[config.mk]
export PLATFORM = sky130hd
export DESIGN_NAME = mlfq_ctrl
export DESIGN_NICKNAME = d
export VERILOG_FILES = /design/src/hw/rtl/mlfq_pkg.sv /design/src/hw/rtl/mlfq_ctrl.sv
export VERILOG_INCLUDE_DIRS = /design/src /design/src/hw/rtl
export SDC_FILE = /design/constraint.sdc
export NUM_CORES = 1
export LEC_CHECK = 0
export ABC_AREA = 0
export BUFFER_PORTS_ARGS = -buffer_cell sky130_fd_sc_hd__buf_2
export CAP_MARGIN = 20
export CORE_MARGIN = 2
export CORE_UTILIZATION = 49
export DETAILED_ROUTE_END_ITERATION = 6
export PLACE_DENSITY = 0.81
export SYNTH_ARGS = -nofsm -noshare
export SYNTH_HDL_FRONTEND = slang
export SYNTH_SLANG_ARGS = --single-unit
[constraint.sdc]
create_clock -name clk -period 2 [get_ports clk]
set_clock_uncertainty 0.2 [all_clocks]
set_input_delay 0.4 -clock clk [delete_from_list [all_inputs] [get_ports clk]]
set_output_delay 0.4 -clock clk [all_outputs]
set_load 0.01 [all_outputs]
[src/hw/rtl/mlfq_slot_scheduler_assert.svh]
// ----------------------------------------------------------------------------
// Assertion macros for the slot scheduler
// Implication checks, same-cycle and next-cycle; compiled out by NO_ASSERTIONS.
// ----------------------------------------------------------------------------
`ifndef MLFQ_SLOT_SCHEDULER_ASSERT_SVH
`define MLFQ_SLOT_SCHEDULER_ASSERT_SVH
`ifndef NO_ASSERTIONS
`define MLFQ_ASSERT_IMP(name, clk, rst, ante, cons) \
  name: assert property (@(posedge clk) disable iff (rst) (ante) |-> (cons)) \
    else $error("mlfq assertion failed");
`define MLFQ_ASSERT_NXT(name, clk, rst, ante, cons) \
  name: assert property (@(posedge clk) disable iff (rst) (ante) |=> (cons)) \
    else $error("mlfq assertion failed");
`else
`define MLFQ_ASSERT_IMP(name, clk, rst, ante, cons)
`define MLFQ_ASSERT_NXT(name, clk, rst, ante, cons)
`endif
`endif

[src/hw/rtl/mlfq_pkg.sv]
// ----------------------------------------------------------------------------
// mlfq_pkg
// Shared constants, codes and controller/datapath structs.
// ----------------------------------------------------------------------------
package mlfq_pkg;

  localparam int MAX_JOBS_DEF  = 32;
  localparam int SLOT_BITS_DEF = 16;

  // register reset values
  localparam logic [15:0] QUANTUM0_RST  = 16'd1;
  localparam logic [15:0] QUANTUM1_RST  = 16'd20;
  localparam logic [15:0] QUANTUM2_RST  = 16'd30;
  localparam logic [7:0]  AGE_UNIT_RST  = 8'd35;
  localparam logic [7:0]  AGE_LIMIT_RST = 8'd17;

  // register indexes
  localparam int CFG_IDX_W = 3;
  localparam logic [CFG_IDX_W-1:0] CFG_QUANTUM0  = 3'd0;
  localparam logic [CFG_IDX_W-1:0] CFG_QUANTUM1  = 3'd1;
  localparam logic [CFG_IDX_W-1:0] CFG_QUANTUM2  = 3'd2;
  localparam logic [CFG_IDX_W-1:0] CFG_AGE_UNIT  = 3'd3;
  localparam logic [CFG_IDX_W-1:0] CFG_AGE_LIMIT = 3'd4;

  // input operations
  localparam logic OP_ARRIVE = 1'b0;
  localparam logic OP_TICK   = 1'b1;

  // datapath commands
  localparam int CMD_W = 5;
  localparam logic [CMD_W-1:0] CMD_NOP      = 5'd0;
  localparam logic [CMD_W-1:0] CMD_ACCEPT   = 5'd1;
  localparam logic [CMD_W-1:0] CMD_AG_QRD   = 5'd2;
  localparam logic [CMD_W-1:0] CMD_AG_JRD   = 5'd3;
  localparam logic [CMD_W-1:0] CMD_AG_UPD   = 5'd4;
  localparam logic [CMD_W-1:0] CMD_AG_END   = 5'd5;
  localparam logic [CMD_W-1:0] CMD_INS_QRD  = 5'd6;
  localparam logic [CMD_W-1:0] CMD_INS_JRD  = 5'd7;
  localparam logic [CMD_W-1:0] CMD_INS_MOVE = 5'd8;
  localparam logic [CMD_W-1:0] CMD_INS_PUT  = 5'd9;
  localparam logic [CMD_W-1:0] CMD_PR_RD    = 5'd10;
  localparam logic [CMD_W-1:0] CMD_PR_ACT   = 5'd11;
  localparam logic [CMD_W-1:0] CMD_DS_QRD   = 5'd12;
  localparam logic [CMD_W-1:0] CMD_DS_JRD   = 5'd13;
  localparam logic [CMD_W-1:0] CMD_DS_RUN   = 5'd14;
  localparam logic [CMD_W-1:0] CMD_SH_RD    = 5'd15;
  localparam logic [CMD_W-1:0] CMD_SH_WR    = 5'd16;
  localparam logic [CMD_W-1:0] CMD_OUT_DONE = 5'd17;

  typedef struct packed {
    logic [CMD_W-1:0] op;
  } mlfq_cmd_t;

  typedef struct packed {
    logic tick;         // word on the input is a tick
    logic ag_done;      // aging walk reached the end of level 3
    logic promote;      // aged job hits the limit
    logic j_zero;       // insert cursor at queue head
    logic ins_move;     // entry ahead holds more remaining slots
    logic running;
    logic reinsert;     // running job goes back into a level
    logic dispatch_go;  // idle and some level holds a job
    logic shift_done;   // queue compaction after dispatch finished
  } mlfq_stat_t;

endpackage

[src/hw/rtl/mlfq_ctrl.sv]
// ----------------------------------------------------------------------------
// mlfq_ctrl
// Sequencer: walks one tick through aging, preemption, dispatch and output.
// ----------------------------------------------------------------------------
`include "mlfq_slot_scheduler_assert.svh"

module mlfq_ctrl (
  input  logic                clk,
  input  logic                rst,
  input  logic                in_valid,
  output logic                in_ready,
  output logic                out_valid,
  input  logic                out_ready,
  input  mlfq_pkg::mlfq_stat_t stat,
  output mlfq_pkg::mlfq_cmd_t  cmd
);
  import mlfq_pkg::*;

  localparam logic [3:0] S_IDLE    = 4'd0;
  localparam logic [3:0] S_AG_CHK  = 4'd1;
  localparam logic [3:0] S_AG_JRD  = 4'd2;
  localparam logic [3:0] S_AG_UPD  = 4'd3;
  localparam logic [3:0] S_INS_CHK = 4'd4;
  localparam logic [3:0] S_INS_JRD = 4'd5;
  localparam logic [3:0] S_INS_CMP = 4'd6;
  localparam logic [3:0] S_PR_RD   = 4'd7;
  localparam logic [3:0] S_PR_ACT  = 4'd8;
  localparam logic [3:0] S_DS_SEL  = 4'd9;
  localparam logic [3:0] S_DS_JRD  = 4'd10;
  localparam logic [3:0] S_DS_RUN  = 4'd11;
  localparam logic [3:0] S_SH_CHK  = 4'd12;
  localparam logic [3:0] S_SH_WR   = 4'd13;
  localparam logic [3:0] S_OUT     = 4'd14;

  logic [3:0] state, state_next;
  logic       ret_ag, ret_ag_next;   // insert returns to aging walk
  logic [3:0] ret_state;

  assign ret_state = ret_ag ? S_AG_CHK : S_DS_SEL;

  always_comb begin
    state_next  = state;
    ret_ag_next = ret_ag;
    cmd.op      = CMD_NOP;
    in_ready    = (state == S_IDLE);
    out_valid   = (state == S_OUT);
    case (state)
      S_IDLE: begin
        if (in_valid) begin
          cmd.op = CMD_ACCEPT;
          if (stat.tick) state_next = S_AG_CHK;
        end
      end
      S_AG_CHK: begin
        if (stat.ag_done) begin
          cmd.op     = CMD_AG_END;
          state_next = S_PR_RD;
        end else begin
          cmd.op     = CMD_AG_QRD;
          state_next = S_AG_JRD;
        end
      end
      S_AG_JRD: begin
        cmd.op     = CMD_AG_JRD;
        state_next = S_AG_UPD;
      end
      S_AG_UPD: begin
        cmd.op = CMD_AG_UPD;
        if (stat.promote) begin
          ret_ag_next = 1'b1;
          state_next  = S_INS_CHK;
        end else begin
          state_next = S_AG_CHK;
        end
      end
      S_INS_CHK: begin
        if (stat.j_zero) begin
          cmd.op     = CMD_INS_PUT;
          state_next = ret_state;
        end else begin
          cmd.op     = CMD_INS_QRD;
          state_next = S_INS_JRD;
        end
      end
      S_INS_JRD: begin
        cmd.op     = CMD_INS_JRD;
        state_next = S_INS_CMP;
      end
      S_INS_CMP: begin
        if (stat.ins_move) begin
          cmd.op     = CMD_INS_MOVE;
          state_next = S_INS_CHK;
        end else begin
          cmd.op     = CMD_INS_PUT;
          state_next = ret_state;
        end
      end
      S_PR_RD: begin
        if (stat.running) begin
          cmd.op     = CMD_PR_RD;
          state_next = S_PR_ACT;
        end else begin
          state_next = S_DS_SEL;
        end
      end
      S_PR_ACT: begin
        cmd.op = CMD_PR_ACT;
        if (stat.reinsert) begin
          ret_ag_next = 1'b0;
          state_next  = S_INS_CHK;
        end else begin
          state_next = S_DS_SEL;
        end
      end
      S_DS_SEL: begin
        if (stat.dispatch_go) begin
          cmd.op     = CMD_DS_QRD;
          state_next = S_DS_JRD;
        end else begin
          state_next = S_OUT;
        end
      end
      S_DS_JRD: begin
        cmd.op     = CMD_DS_JRD;
        state_next = S_DS_RUN;
      end
      S_DS_RUN: begin
        cmd.op     = CMD_DS_RUN;
        state_next = S_SH_CHK;
      end
      S_SH_CHK: begin
        if (stat.shift_done) begin
          state_next = S_OUT;
        end else begin
          cmd.op     = CMD_SH_RD;
          state_next = S_SH_WR;
        end
      end
      S_SH_WR: begin
        cmd.op     = CMD_SH_WR;
        state_next = S_SH_CHK;
      end
      S_OUT: begin
        if (out_ready) begin
          cmd.op     = CMD_OUT_DONE;
          state_next = S_IDLE;
        end
      end
      default: state_next = S_IDLE;
    endcase
  end

  always_ff @(posedge clk) begin
    if (rst) begin
      state  <= S_IDLE;
      ret_ag <= 1'b0;
    end else begin
      state  <= state_next;
      ret_ag <= ret_ag_next;
    end
  end

  `MLFQ_ASSERT_IMP(a_ready_excl, clk, rst, in_ready, !out_valid)
  `MLFQ_ASSERT_NXT(a_word_release, clk, rst, out_valid && out_ready, in_ready)
  `MLFQ_ASSERT_NXT(a_arrive_one, clk, rst, in_valid && in_ready && !stat.tick, in_ready)

endmodule

Word-level counts from Yosys, hierarchy flattened
Cells that the tools add are included.
Word-level totals
  logic and storage cells: 51
  bits in registers: 5
  input bits: 13
  output and inout port bits: 7
Operators by class
  eq/ne operators: 19
  reductions and logical operators: 5
  muxes and demuxes: 25
Operators by type and width (number)
  5-bit case mux with 15 select lines: 1
  4-bit case mux with 14 select lines: 1
  4-bit 2-to-1 mux: 11
  4-bit == test, second input constant: 7
  4-bit by 3-bit == test with 1-bit output, second input constant: 4
  3-bit 2-to-1 mux: 4
  4-bit by 2-bit == test with 1-bit output, second input constant: 2
  2-bit != test, second input constant: 3
  3-bit AND reduction: 2
  1-bit 2-to-1 mux: 5
  5-bit 2-to-1 mux: 1
  4-bit by 1-bit == test with 1-bit output, second input constant: 1
  4-bit zero test: 1
  2-bit by 1-bit != test with 1-bit output, second input constant: 2
  2-bit 2-to-1 mux: 1
  1-bit case mux with 2 select lines: 1
  2-bit nonzero test: 1
  2-bit OR reduction: 1

Longest topological paths before layout
Gate-level depths: netlist of run 1.
  depth after elaboration: 3
  mapped depth: 7
  gate-level depth less buffers: 4

Least setup slack after synthesis of run 1
No wires, ideal clock.
  path type: register -> output
  start: register state[2]
  end: output cmd[0] (netlist name)
  path slack: 159 ps
  buffers on the path: 3
  data arrival time: 1241 ps
  data required time: 1400 ps
  stages on the path, launching flop included: 8
  cells stage by stage: dfxtp_1 buf_2 buf_4 buf_4 nand2_1 nor2_1 nand2_1 nand3_1
RTL lines
  start: declaration: line mlfq_ctrl.sv:35  | logic [3:0] state, state_next;
  start signal: assignment: line mlfq_ctrl.sv:158  | state <= state_next;
  end: declaration: line mlfq_ctrl.sv:15  | output mlfq_pkg::mlfq_cmd_t cmd

==> flow_summary.rst, run 1 <==
.. list-table::
   :header-rows: 1

   * - Metric
     - Value
   * - Critical path launch point
     - state[2]
   * - Summed negative setup slack over all endpoints
     - -0.04832 ns
   * - Outcome
     - finished, violations left
   * - Global-route wire length before repair
     - 3318 um
   * - Final-report hold violation count
     - 0
   * - Largest driver fanout on the critical path
     - 8
   * - Async SR Flop Fraction
     - 0
   * - Source-to-sink clock delay at the later pin of the worst-skew pair
     - 0.24 ns
   * - Number of maximum-capacitance constraint violations
     - 0
   * - Final count of negative-setup-slack endpoints
     - 3
   * - Net count, final
     - 143
   * - First-pass detailed-route iteration total
     - 5
   * - Cell with the largest stage delay on the worst path
     - dfxtp_4
   * - Power density over the cells
     - 1063 nW/um^2
   * - Leakage
     - 0.4278 nW
   * - Clock network fraction of design power
     - 0.109
   * - Top-level port count
     - 20
   * - Final HPWL from detailed placement
     - 1455 um
   * - Failing checks
     - negative setup slack
   * - Die area
     - 1650 um^2
   * - Synth Net Count
     - 111
   * - Number of core rows
     - 13
   * - Post-synthesis sequential element count
     - 5
   * - Remaining global-route overflow
     - 0
   * - Setup repair after global routing missed its margin
     - yes
   * - Kind of start point of the critical path
     - register
   * - Startpoint of the tightest hold check path
     - rst
   * - Share of total power in combinational logic
     - 0.719
   * - Final design area excluding fillers
     - 1006 um^2
   * - Data arrival at the endpoint of the critical path
     - 1.42 ns
   * - Switching power share of the total
     - 0.4691
   * - Core area
     - 1269 um^2
   * - Final Power
     - 0.001069 W
   * - Average detailed-routed wire length per instance
     - 16.08 um
   * - Net switching power
     - 0.0005016 W
   * - Reg2reg path depth
     - 5
   * - Setup crit end kind
     - output pin
   * - Category of the critical setup timing path
     - reg2out
   * - Largest stage delay on the critical path
     - 0.39 ns
   * - Final core area utilization
     - 0.7929
   * - Mean number of vias per cell
     - 6.410
   * - Cell variety after synth
     - 41
   * - Reg power frac
     - 0.173
   * - Mapped cell area
     - 656.9 um^2
   * - Average instance area after synthesis
     - 6.703 um^2
   * - EDFF count, synth
     - 0
   * - Pin count of the biggest net entering global routing
     - 18
   * - Number of instances in the synthesized netlist
     - 98
   * - Area growth, synth to finish
     - 53.14%
   * - Area taken by multi-input logic gates
     - 600.6 um^2
   * - Reg-to-Reg End
     - state[2]
   * - R2R Path Start
     - state[3]
   * - GRT Total Usage
     - 0.3107
   * - Count of H-tree levels built during CTS
     - 1
   * - Slew Viols, Final
     - 0
   * - Minimum clock period after layout
     - 2.020 ns
   * - IO buf count
     - 19
   * - Ratio of final minimum period to clock period
     - 1.010
   * - Height of the die
     - 40.62 um
   * - Area after detailed placement
     - 785.8 um^2
   * - Cells traversed along the worst timing path
     - nor4bb_4 > a21oi_2 > o22ai_1 > buf_2
   * - Highest clock frequency the design can meet
     - 495.1 MHz
   * - Max Buffers Root-to-Sink
     - 2
   * - Total DRC errors in the routed layout
     - 0
   * - # diodes
     - 0
   * - Cell Int Power
     - 0.0005678 W
   * - Maximum VDD drop
     - 0.8846 mV
   * - Sequential share of the synthesized area
     - 0.1524
   * - Count of antenna-violating nets left after detailed routing
     - 0
   * - Clock slew at reported path FFs
     - 0.04 ns
   * - Ratio of cells with drive above 1 in the final layout
     - 0.4651
   * - Area of all sequential standard cells
     - 111.4 um^2
   * - Clock sink count
     - 5
   * - TritonCTS clock tree
     - yes
   * - Number of global-route vias before repair
     - 755
   * - Buffer type at the clock tree root
     - clkbuf_4
   * - Critical path data required time
     - 1.40 ns
   * - Number of antenna violations at the first check in global routing
     - 0
   * - Starting density of the core
     - 0.5178
   * - Final weighted congestion in routability-driven placement
     - 0.8583
   * - Iteration-0 DRC count of the detailed router
     - 71
   * - Post-CTS Hold Buffers
     - 0
   * - Total buffers and inverters traversed by the critical path
     - 1
   * - Main flop type after synthesis
     - dfxtp_1
   * - Cell family with the largest share of critical-path delay
     - flip-flops
   * - Register-to-register setup slack
     - 0.42 ns
   * - Endpoint of the worst setup timing path
     - cmd[2]
   * - Cell count along the critical path
     - 4
   * - Final setup margin
     - -0.01967 ns
   * - Max_slew headroom
     - 0.8189
   * - Type of the most critical hold path
     - in2reg
   * - Pin slew with the least headroom to its limit
     - 0.2712 ns
   * - Fillers
     - 86
   * - Synthesis Warnings
     - 0
   * - Routed vias
     - 923
   * - Die Wd
     - 40.62 um
   * - CTS Buf Count
     - 3
   * - Wire length after detailed routing
     - 2315 um
power by group through the flow:
stage	Clock (W)	Sequential [W]	Combinational, W
detailed placement	0	0.000168	0.000606
global placement	0	0.000163	0.000597
global route	0.000131	0.000191	0.000823
finish	0.000116	0.000185	0.000769
CTS	0.000120	0.000181	0.000638
floorplan	0	0.000144	0.000447
sequential cells by signal, indices dropped and copies added (netlist names):
signal	count
state	4
ret_ag	1
cell families (layout without fill, tap and decap cells):
kind of cell / count (synthesis) / count (layout) / synth area share
AOI/OAI and AO/OA: 35 / 35 / 0.3619
buffers and inverters: 12 / 43 / 0.09714
DFF: 5 / 5 / 0.1524
muxes: 1 / 1 / 0.01524
and+or+nand+nor: 45 / 45 / 0.3734
cell usage after synthesis, drive strengths merged (2+ instances only):
cell type  count  area [um^2]
a21o           2        15.01
a21oi          8        40.04
a31oi          3        18.77
buf            9        52.55
dfxtp          5        100.1
inv            3        11.26
nand2         10        37.54
nand2b         3        18.77
nand3          3        15.01
nand4b         2        17.52
nor2          13        48.80
nor2b          3        18.77
nor3b          3        22.52
o211ai         2        15.01
o21ai          5        25.02
timing repair:
item,CTS,global route
hold endpoints to repair,0,0
gates resized for setup,12,22
setup endpoints to repair,5,5
setup buffers,1,7
pin swaps,2,2
final cells by class:
cell class                 count  area share
inverter                       3     0.01119
tap                           15     0.01866
clock buffer                   4     0.02612
sequential                     5      0.1107
timing repair buffer          36      0.2363
multi-input combinational     81      0.5970
per-layer routing:
metal	vias up	GRT usage	part of all wire
met4	0	0.2000	0.038
met1	416	0.3836	0.38
met2	72	0.4881	0.48
li1	423	-	-
met3	12	0.05978	0.10
met5	-	0	0
cell usage in the layout, fill, tap and decap left out, types with 2 or more instances in the layout:
cell and instances:
nor2_4 2, inv_1 3, clkbuf_4 3, nand4b_1 2, buf_2 19, dfxtp_1 2, nand3_1 2, nand2b_1 2
nor2_1 10, o211ai_1 2, buf_6 4, dfxtp_4 3, buf_4 13, nor3b_2 2, nand2_1 10, a21o_1 2
a21oi_2 2, o21ai_1 4, a31oi_1 2, a21oi_1 6
how the worst min path moves through the flow:
stage,end,slack (ns),cells after the start
6_report,ret_ag,0.19,2
5_1_grt,state[3],0.19,2
4_1_cts,state[3],0.17,2
3_5_place_dp,ret_ag,0.28,2
3_3_place_gp,ret_ag,0.28,2
2_1_floorplan,ret_ag,0.24,2
per-stage QoR:
step	worst slack (ns)	hold slack [ns]	instances
finish	-0.01967	0.1930	144
global route	-0.05977	0.1925	144
CTS	-0.001660	0.1705	137
detailed placement	0.09173	0.2789	132
global placement	0.1307	0.2763	132
floorplan	0.1594	0.2432	98
No activity file was read; power rests on OpenSTA's default activity.
==> inputs of run 2 (changes only) <==
--- a/config.mk
+++ b/config.mk
@@ -9,10 +9,11 @@
 export ABC_AREA = 0
 export BUFFER_PORTS_ARGS = -buffer_cell sky130_fd_sc_hd__buf_2
 export CAP_MARGIN = 20
+export CORE_ASPECT_RATIO = 1.75
 export CORE_MARGIN = 2
-export CORE_UTILIZATION = 49
+export CORE_UTILIZATION = 25
 export DETAILED_ROUTE_END_ITERATION = 6
-export PLACE_DENSITY = 0.81
+export PLACE_DENSITY = 0.49
 export SYNTH_ARGS = -nofsm -noshare
 export SYNTH_HDL_FRONTEND = slang
 export SYNTH_SLANG_ARGS = --single-unit
==> run 2 against run 1 <==
The flow now finishes without violations. Worst setup slack better by 0.022 ns. Non-clock buffer count unchanged. Final area unchanged. First-iteration DRC count decreased by 59%. Hold slack gained 0.017 ns. Clock power is 66% higher.
==> flow_summary.rst, run 2 (synthesis gave the netlist of run 1 again) <==
.. list-table::
   :header-rows: 1

   * - Metric
     - Value
   * - GRT Total Usage
     - 0.1509 (-0.1598)
   * - Setup repair after global routing missed its margin
     - yes
   * - Final count of negative-setup-slack endpoints
     - 0 (-3)
   * - Registers with the highest flip-flop counts
     - state: 4 flops, ret_ag: 1 flops
   * - Flip-flop count of the largest register, all copies and words added
     - 4 (unchanged)
   * - Most common library cell in the layout ignoring fill and taps
     - buf_2
   * - Leakage
     - 0.4304 nW (+0.61%)
   * - Register-to-register setup slack
     - 0.34 ns (-0.08 ns)
   * - Final HPWL from detailed placement
     - 1701 um (+17%)
   * - Number of global-route vias before repair
     - 849 (+12%)
   * - Pin slew with the least headroom to its limit
     - 0.2480 ns (-0.02319 ns)
   * - Worst hold path endpoint
     - state[3]
   * - Wire length after detailed routing
     - 2326 um (+0.48%)
   * - TritonCTS clock tree
     - yes
   * - Max Buffers Root-to-Sink
     - 2 (unchanged)
   * - Critical path data required time
     - 1.40 ns (about the same)
   * - Highest clock frequency the design can meet
     - 500.5 MHz (+1.1%)
   * - Ratio of cells with drive above 1 in the final layout
     - 0.4264 (-0.03876)
   * - Largest register by flop count
     - state
   * - Count of antenna-violating nets left after detailed routing
     - 0 (unchanged)
   * - Final design area excluding fillers
     - 1006 um^2 (unchanged)
   * - Global-route wire length before repair
     - 3608 um (+8.7%)
   * - Iteration-0 DRC count of the detailed router
     - 29 (-59%)
   * - Kind of start point of the critical path
     - register
   * - Total DRC errors in the routed layout
     - 0 (unchanged)
   * - Ratio of final minimum period to clock period
     - 0.9989 (-0.01089)
   * - Mean number of vias per cell
     - 5.684 (-11%)
   * - Startpoint of the tightest hold check path
     - rst
   * - R2R Path Start
     - state[3]
   * - Core area
     - 2492 um^2 (+96%)
   * - Routed vias
     - 881 (-4.6%)
   * - Number of antenna violations at the first check in global routing
     - 0 (unchanged)
   * - Fillers
     - 259 (+200%)
   * - Final Hold Slack
     - 0.2097 ns (+0.01675 ns)
   * - Average detailed-routed wire length per instance
     - 15.01 um (-6.7%)
   * - Clock slew at reported path FFs
     - 0.04 ns (about the same)
   * - Setup crit end kind
     - output pin
   * - Buffer type at the clock tree root
     - clkbuf_8
   * - Minimum clock period after layout
     - 1.998 ns (-0.02178 ns)
   * - # diodes
     - 0 (unchanged)
   * - Die Wd
     - 42.75 um (+5.3%)
   * - Net count, final
     - 143 (unchanged)
   * - Count of H-tree levels built during CTS
     - 1 (unchanged)
   * - Remaining global-route overflow
     - 0 (unchanged)
   * - Reg2reg path depth
     - 5 (unchanged)
   * - First-pass detailed-route iteration total
     - 4 (-1)
   * - Final weighted congestion in routability-driven placement
     - 0.8339 (-2.8%)
   * - Slew Viols, Final
     - 0 (unchanged)
   * - Category of the critical setup timing path
     - reg2out
   * - Height of the die
     - 71.81 um (+77%)
   * - Area growth, synth to finish
     - 53.14% (unchanged)
   * - Number of maximum-capacitance constraint violations
     - 0 (unchanged)
   * - Number of core rows
     - 24 (+11)
   * - Hold path cells
     - 2 (unchanged)
   * - Largest driver fanout on the critical path
     - 5 (-3)
   * - CTS Buf Count
     - 3 (unchanged)
   * - Pin count of the biggest net entering global routing
     - 24 (+6)
   * - Max_slew headroom
     - 0.8333 (+0.01435)
   * - Maximum VDD drop
     - 0.3736 mV (-58%)
   * - Final-report hold violation count
     - 0 (unchanged)
   * - IO buf count
     - 19 (unchanged)
   * - Area after detailed placement
     - 849.6 um^2 (+8.1%)
   * - Starting density of the core
     - 0.2636 (-0.2542)
   * - Clock sink count
     - 5 (unchanged)
   * - Die area
     - 3070 um^2 (+86%)
   * - Source-to-sink clock delay at the later pin of the worst-skew pair
     - 0.22 ns (-0.02 ns)
   * - Top-level port count
     - 20 (unchanged)
   * - Outcome
     - finished clean
   * - Most frequent cells in the layout
     - buf_2, buf_4, nor2_1, nand2_1, a21oi_1
   * - Power density over the cells
     - 1124 nW/um^2 (+5.7%)
   * - Reg-to-Reg End
     - state[2]
   * - Data arrival at the endpoint of the critical path
     - 1.40 ns (-0.02 ns)
   * - Type of the most critical hold path
     - in2reg
-- run 2: final cells by class --
class,count,area [um^2],share of cell area
tap,26,32.53,0.03234
inverter,3,11.26,0.01119
multi-input combinational,81,566.8,0.5634
sequential,5,111.4,0.1107
clock buffer,4,45.04,0.04478
timing repair buffer,36,239.0,0.2376
-- run 2: what timing repair did --
item,in CTS,in global routing
gates resized for setup,12,9
hold buffers,0,0
setup buffers,3,0
pin swaps,3,3
setup endpoints to repair,4,4
-- run 2: report_power, final --
part	switching [W]	total, W	internal (W)	leakage (nW)
combinational	0.000380	0.000754	0.000374	0.365
clock	0.0000552	0.000193	0.000137	0.0228
sequential	0.0000513	0.000184	0.000132	0.0430
-- run 2: routing by layer --
layer	track usage	up-vias	part of all wire
met4	0.07986	0	0.036
met5	0	-	0
met2	0.2896	34	0.54
met3	0.02015	10	0.048
li1	-	432	-
met1	0.1483	405	0.37
-- run 2: critical path, stage by stage, from the launching register on --
cell	delay, ns
dfxtp_4	0.35
buf_6	0.12
nor2b_4	0.12
a21o_1	0.16
a31oi_2	0.18
o211ai_1	0.10
buf_2	0.14
-- run 2: metrics by stage --
step / total power (W) / setup WS (ns) / setup TNS (ns) / util / std cells
after global routing: 0.001203 / -0.05286 / -0.1049 / 0.4036 / 155
after detailed placement: 0.0008285 / 0.06370 / 0 / 0.3409 / 148
after CTS: 0.001080 / -0.03076 / -0.05310 / 0.3850 / 155
after global placement: 0.0008265 / 0.08822 / 0 / 0.3409 / 148
final: 0.001130 / 0.002116 / 0 / 0.4036 / 155
after floorplan: 0.0005912 / 0.1594 / 0 / - / 98
-- run 2: worst max path at each step --
stage          endpoint     start
2_1_floorplan    cmd[0]  state[2]
3_3_place_gp     cmd[0]   stat[0]
3_5_place_dp     cmd[0]   stat[0]
4_1_cts          cmd[3]  state[2]
5_1_grt          cmd[3]  state[2]
6_report         cmd[3]  state[2]
==> inputs of run 3 (changes only) <==
--- a/config.mk
+++ b/config.mk
@@ -7,12 +7,13 @@
 export NUM_CORES = 1
 export LEC_CHECK = 0
 export ABC_AREA = 0
-export BUFFER_PORTS_ARGS = -buffer_cell sky130_fd_sc_hd__buf_2
+export BUFFER_PORTS_ARGS = -buffer_cell sky130_fd_sc_hd__buf_4
 export CAP_MARGIN = 20
 export CORE_ASPECT_RATIO = 1.75
 export CORE_MARGIN = 2
 export CORE_UTILIZATION = 25
 export DETAILED_ROUTE_END_ITERATION = 6
+export GPL_TIMING_DRIVEN = 1
 export PLACE_DENSITY = 0.49
 export SYNTH_ARGS = -nofsm -noshare
 export SYNTH_HDL_FRONTEND = slang
==> run 3 against run 2 <==
The run now ends with negative setup slack left. Total power down 0.85%. Routed wire length down 1.0%. Register-to-register slack better by 0.03 ns. Sequential share of layout area down 0.068 points. Largest power group unchanged.
==> flow_summary.rst, run 3 (synthesis gave the netlist of run 1 again) <==
.. list-table::
   :header-rows: 1

   * - Metric
     - Value
   * - Top routing layer in use
     - met4
   * - Mean number of vias per cell
     - 5.497 (-3.3%)
   * - Final HPWL from detailed placement
     - 1732 um (+1.8%)
   * - Met3 layer wire length in the routed design
     - 77 um (-31%)
   * - Total buffers and inverters traversed by the critical path
     - 2 (unchanged)
   * - Number of standard cells in the layout, taps in and fillers out
     - 151 (-2.6%)
   * - Maximum VDD drop
     - 0.4227 mV (+13%)
   * - Count of antenna-violating nets left after detailed routing
     - 0 (unchanged)
   * - Ratio of cells with drive above 1 in the final layout
     - 0.4080 (-0.01836)
   * - Number of maximum-capacitance constraint violations
     - 0 (unchanged)
   * - Count of H-tree levels built during CTS
     - 1 (unchanged)
   * - Number of antenna violations at the first check in global routing
     - 0 (unchanged)
   * - Post-CTS Hold Buffers
     - 0 (unchanged)
   * - Max Buffers Root-to-Sink
     - 2 (unchanged)
   * - Max_slew headroom
     - 0.8191 (-0.01419)
   * - Flip-flop count of the largest register, all copies and words added
     - 4 (unchanged)
   * - Final weighted congestion in routability-driven placement
     - 0.8755 (+5.0%)
   * - Data arrival at the endpoint of the critical path
     - 1.41 ns (about the same)
   * - Largest register by flop count
     - state
   * - Total DRC errors in the routed layout
     - 0 (unchanged)
   * - Number of global-route vias before repair
     - 828 (-2.5%)
   * - Clock slew at reported path FFs
     - 0.04 ns (about the same)
   * - Failing checks
     - negative setup slack
   * - Source-to-sink clock delay at the later pin of the worst-skew pair
     - 0.23 ns (about the same)
   * - Dpl cells
     - 144 (-2.7%)
   * - Area growth, synth to finish
     - 54.10%
   * - Minimum clock period after layout
     - 2.015 ns (+0.01701 ns)
   * - Area after detailed placement
     - 854.6 um^2 (+0.59%)
   * - IO buf count
     - 19 (unchanged)
   * - Final Hold Slack
     - 0.1649 ns (-0.04483 ns)
   * - Registers with the highest flip-flop counts
     - state: 4 flops, ret_ag: 1 flops
   * - Outcome
     - finished, violations left
   * - Setup repair after global routing missed its margin
     - yes
   * - Final design area excluding fillers
     - 1012 um^2 (+0.62%)
   * - Critical path data required time
     - 1.40 ns (about the same)
   * - Iteration-0 DRC count of the detailed router
     - 22 (-24%)
   * - Final Power
     - 0.001121 W (-0.85%)
   * - Pin slew with the least headroom to its limit
     - 0.2704 ns (+0.02236 ns)
   * - Area taken by multi-input logic gates
     - 559.3 um^2 (-1.3%)
   * - Clock sink count
     - 5 (unchanged)
   * - Ratio of final minimum period to clock period
     - 1.007 (+0.008505)
   * - Summed negative setup slack over all endpoints
     - -0.01489 ns (-0.01489 ns)
   * - Cells traversed along the worst timing path
     - buf_6 > nand3_1 > or3_1 > o211ai_1 > buf_4
   * - Most frequent cells in the layout
     - buf_4, nor2_1, nand2_1, a21oi_1, o21ai_1
   * - Hold path cells
     - 2 (unchanged)
   * - GRT Total Usage
     - 0.1543 (+0.003443)
   * - Most common library cell in the layout ignoring fill and taps
     - buf_4
   * - Area of all sequential standard cells
     - 111.4 um^2 (unchanged)
   * - Net count, final
     - 139 (-2.8%)
   * - Core area
     - 2492 um^2 (unchanged)
   * - Global-route wire length before repair
     - 3698 um (+2.5%)
   * - Kind of start point of the critical path
     - register
   * - Met1 wire length
     - 862 um (-0.23%)
   * - Type of the most critical hold path
     - in2reg
   * - Leakage
     - 0.4160 nW (-3.4%)
   * - Top-level port count
     - 20 (unchanged)
   * - Reg2reg path depth
     - 5 (unchanged)
   * - Largest driver fanout on the critical path
     - 8 (+3)
   * - First-pass detailed-route iteration total
     - 4 (unchanged)
   * - Pin count of the biggest net entering global routing
     - 18 (-25%)
   * - TritonCTS clock tree
     - yes
   * - R2R Path Start
     - state[3]
   * - Highest clock frequency the design can meet
     - 496.3 MHz (-0.84%)
   * - Startpoint of the tightest hold check path
     - rst
   * - Remaining global-route overflow
     - 0 (unchanged)
   * - Wire length after detailed routing
     - 2302 um (-1.0%)
   * - Cell family with the largest share of critical-path delay
     - flip-flops
   * - CTS Buf Count
     - 3 (unchanged)
   * - Starting density of the core
     - 0.2636 (unchanged)
   * - Reg-to-Reg End
     - state[2]
   * - Die area
     - 3070 um^2 (unchanged)
   * - Height of the die
     - 71.81 um (unchanged)
   * - Routed vias
     - 830 (-5.8%)
   * - Final count of negative-setup-slack endpoints
     - 1 (+1)
   * - Register-to-register setup slack
     - 0.37 ns (+0.03 ns)
   * - Number of core rows
     - 24 (unchanged)
   * - Cell with the largest stage delay on the worst path
     - dfxtp_4
   * - Average detailed-routed wire length per instance
     - 15.25 um (+1.6%)
   * - Final setup margin
     - -0.01489 ns (-0.01701 ns)
   * - Power density over the cells
     - 1107 nW/um^2 (-1.5%)
   * - Buffer type at the clock tree root
     - clkbuf_8
   * - Slew Viols, Final
     - 0 (unchanged)
   * - Largest stage delay on the critical path
     - 0.41 ns (+0.06 ns)
   * - Die Wd
     - 42.75 um (unchanged)
   * - Fillers
     - 262 (+1.2%)
   * - Worst hold path endpoint
     - state[3]
   * - Met2 wire length
     - 1258 um (-0.63%)
   * - # diodes
     - 0 (unchanged)
   * - Final-report hold violation count
     - 0 (unchanged)
   * - Category of the critical setup timing path
     - reg2out
   * - Setup crit end kind
     - output pin
==> run 3: cell types whose count changed in the layout (fill, tap and decap cells not counted), sizes merged <==
| cell | previous run | this run |
|---|---|---|
| buf | 36 | 32 |
| clkinv | 0 | 1 |
| clkbuf | 4 | 3 |
==> run 3: cell type report <==
cell class,count,share of cell area
sequential,5,0.1100
inverter,3,0.01112
tap,26,0.03214
clock buffer,3,0.04079
clock inverter,1,0.004944
multi-input combinational,81,0.5525
timing repair buffer,32,0.2485
==> run 3: what timing repair did <==
item                       CTS  global route
setup endpoints to repair    5             4
setup buffers                1             2
pin swaps                    0             5
resized for setup           11            14
==> run 3: worst max-delay path by stage <==
stage,from,endpoint,slack (ns),cells past startpoint
finish,state[3],cmd[3],-0.01,5
global route,state[3],cmd[3],-0.08,5
CTS,state[0],cmd[0],0.0003,6
detailed placement,stat[0],cmd[0],0.06,6
global placement,stat[0],cmd[0],0.08,6
floorplan,state[2],cmd[0],0.16,7
==> run 3: stage by stage <==
step           worst slack [ns]  utilization
6_report               -0.01489       0.4061
5_1_grt                -0.08302       0.4061
4_1_cts               0.0003281       0.3805
3_5_place_dp            0.06481       0.3429
3_3_place_gp            0.08136       0.3429
2_1_floorplan            0.1594            -
==> run 3: worst reg2reg max path, cell delays in order, from the launching register on <==
cell	delay, ns
dfxtp_4	0.41
buf_6	0.17
or3b_1	0.36
o311a_1	0.14
o32a_1	0.17
o21ai_1	0.11
==> run 3: report_power, final <==
part / total [W] / switching, W / internal [W]
sequential: 0.000183 / 0.0000503 / 0.000132
combinational: 0.000749 / 0.000380 / 0.000368
clock: 0.000189 / 0.0000552 / 0.000134
total: 0.00112 / 0.000486 / 0.000635
==> run 3: per-layer routing <==
| metal | vias to the layer above | GRT usage |
|---|---|---|
| met5 | - | 0 |
| met1 | 383 | 0.1618 |
| met4 | 0 | 0.1007 |
| met3 | 8 | 0.01511 |
| li1 | 415 | - |
| met2 | 24 | 0.2795 |
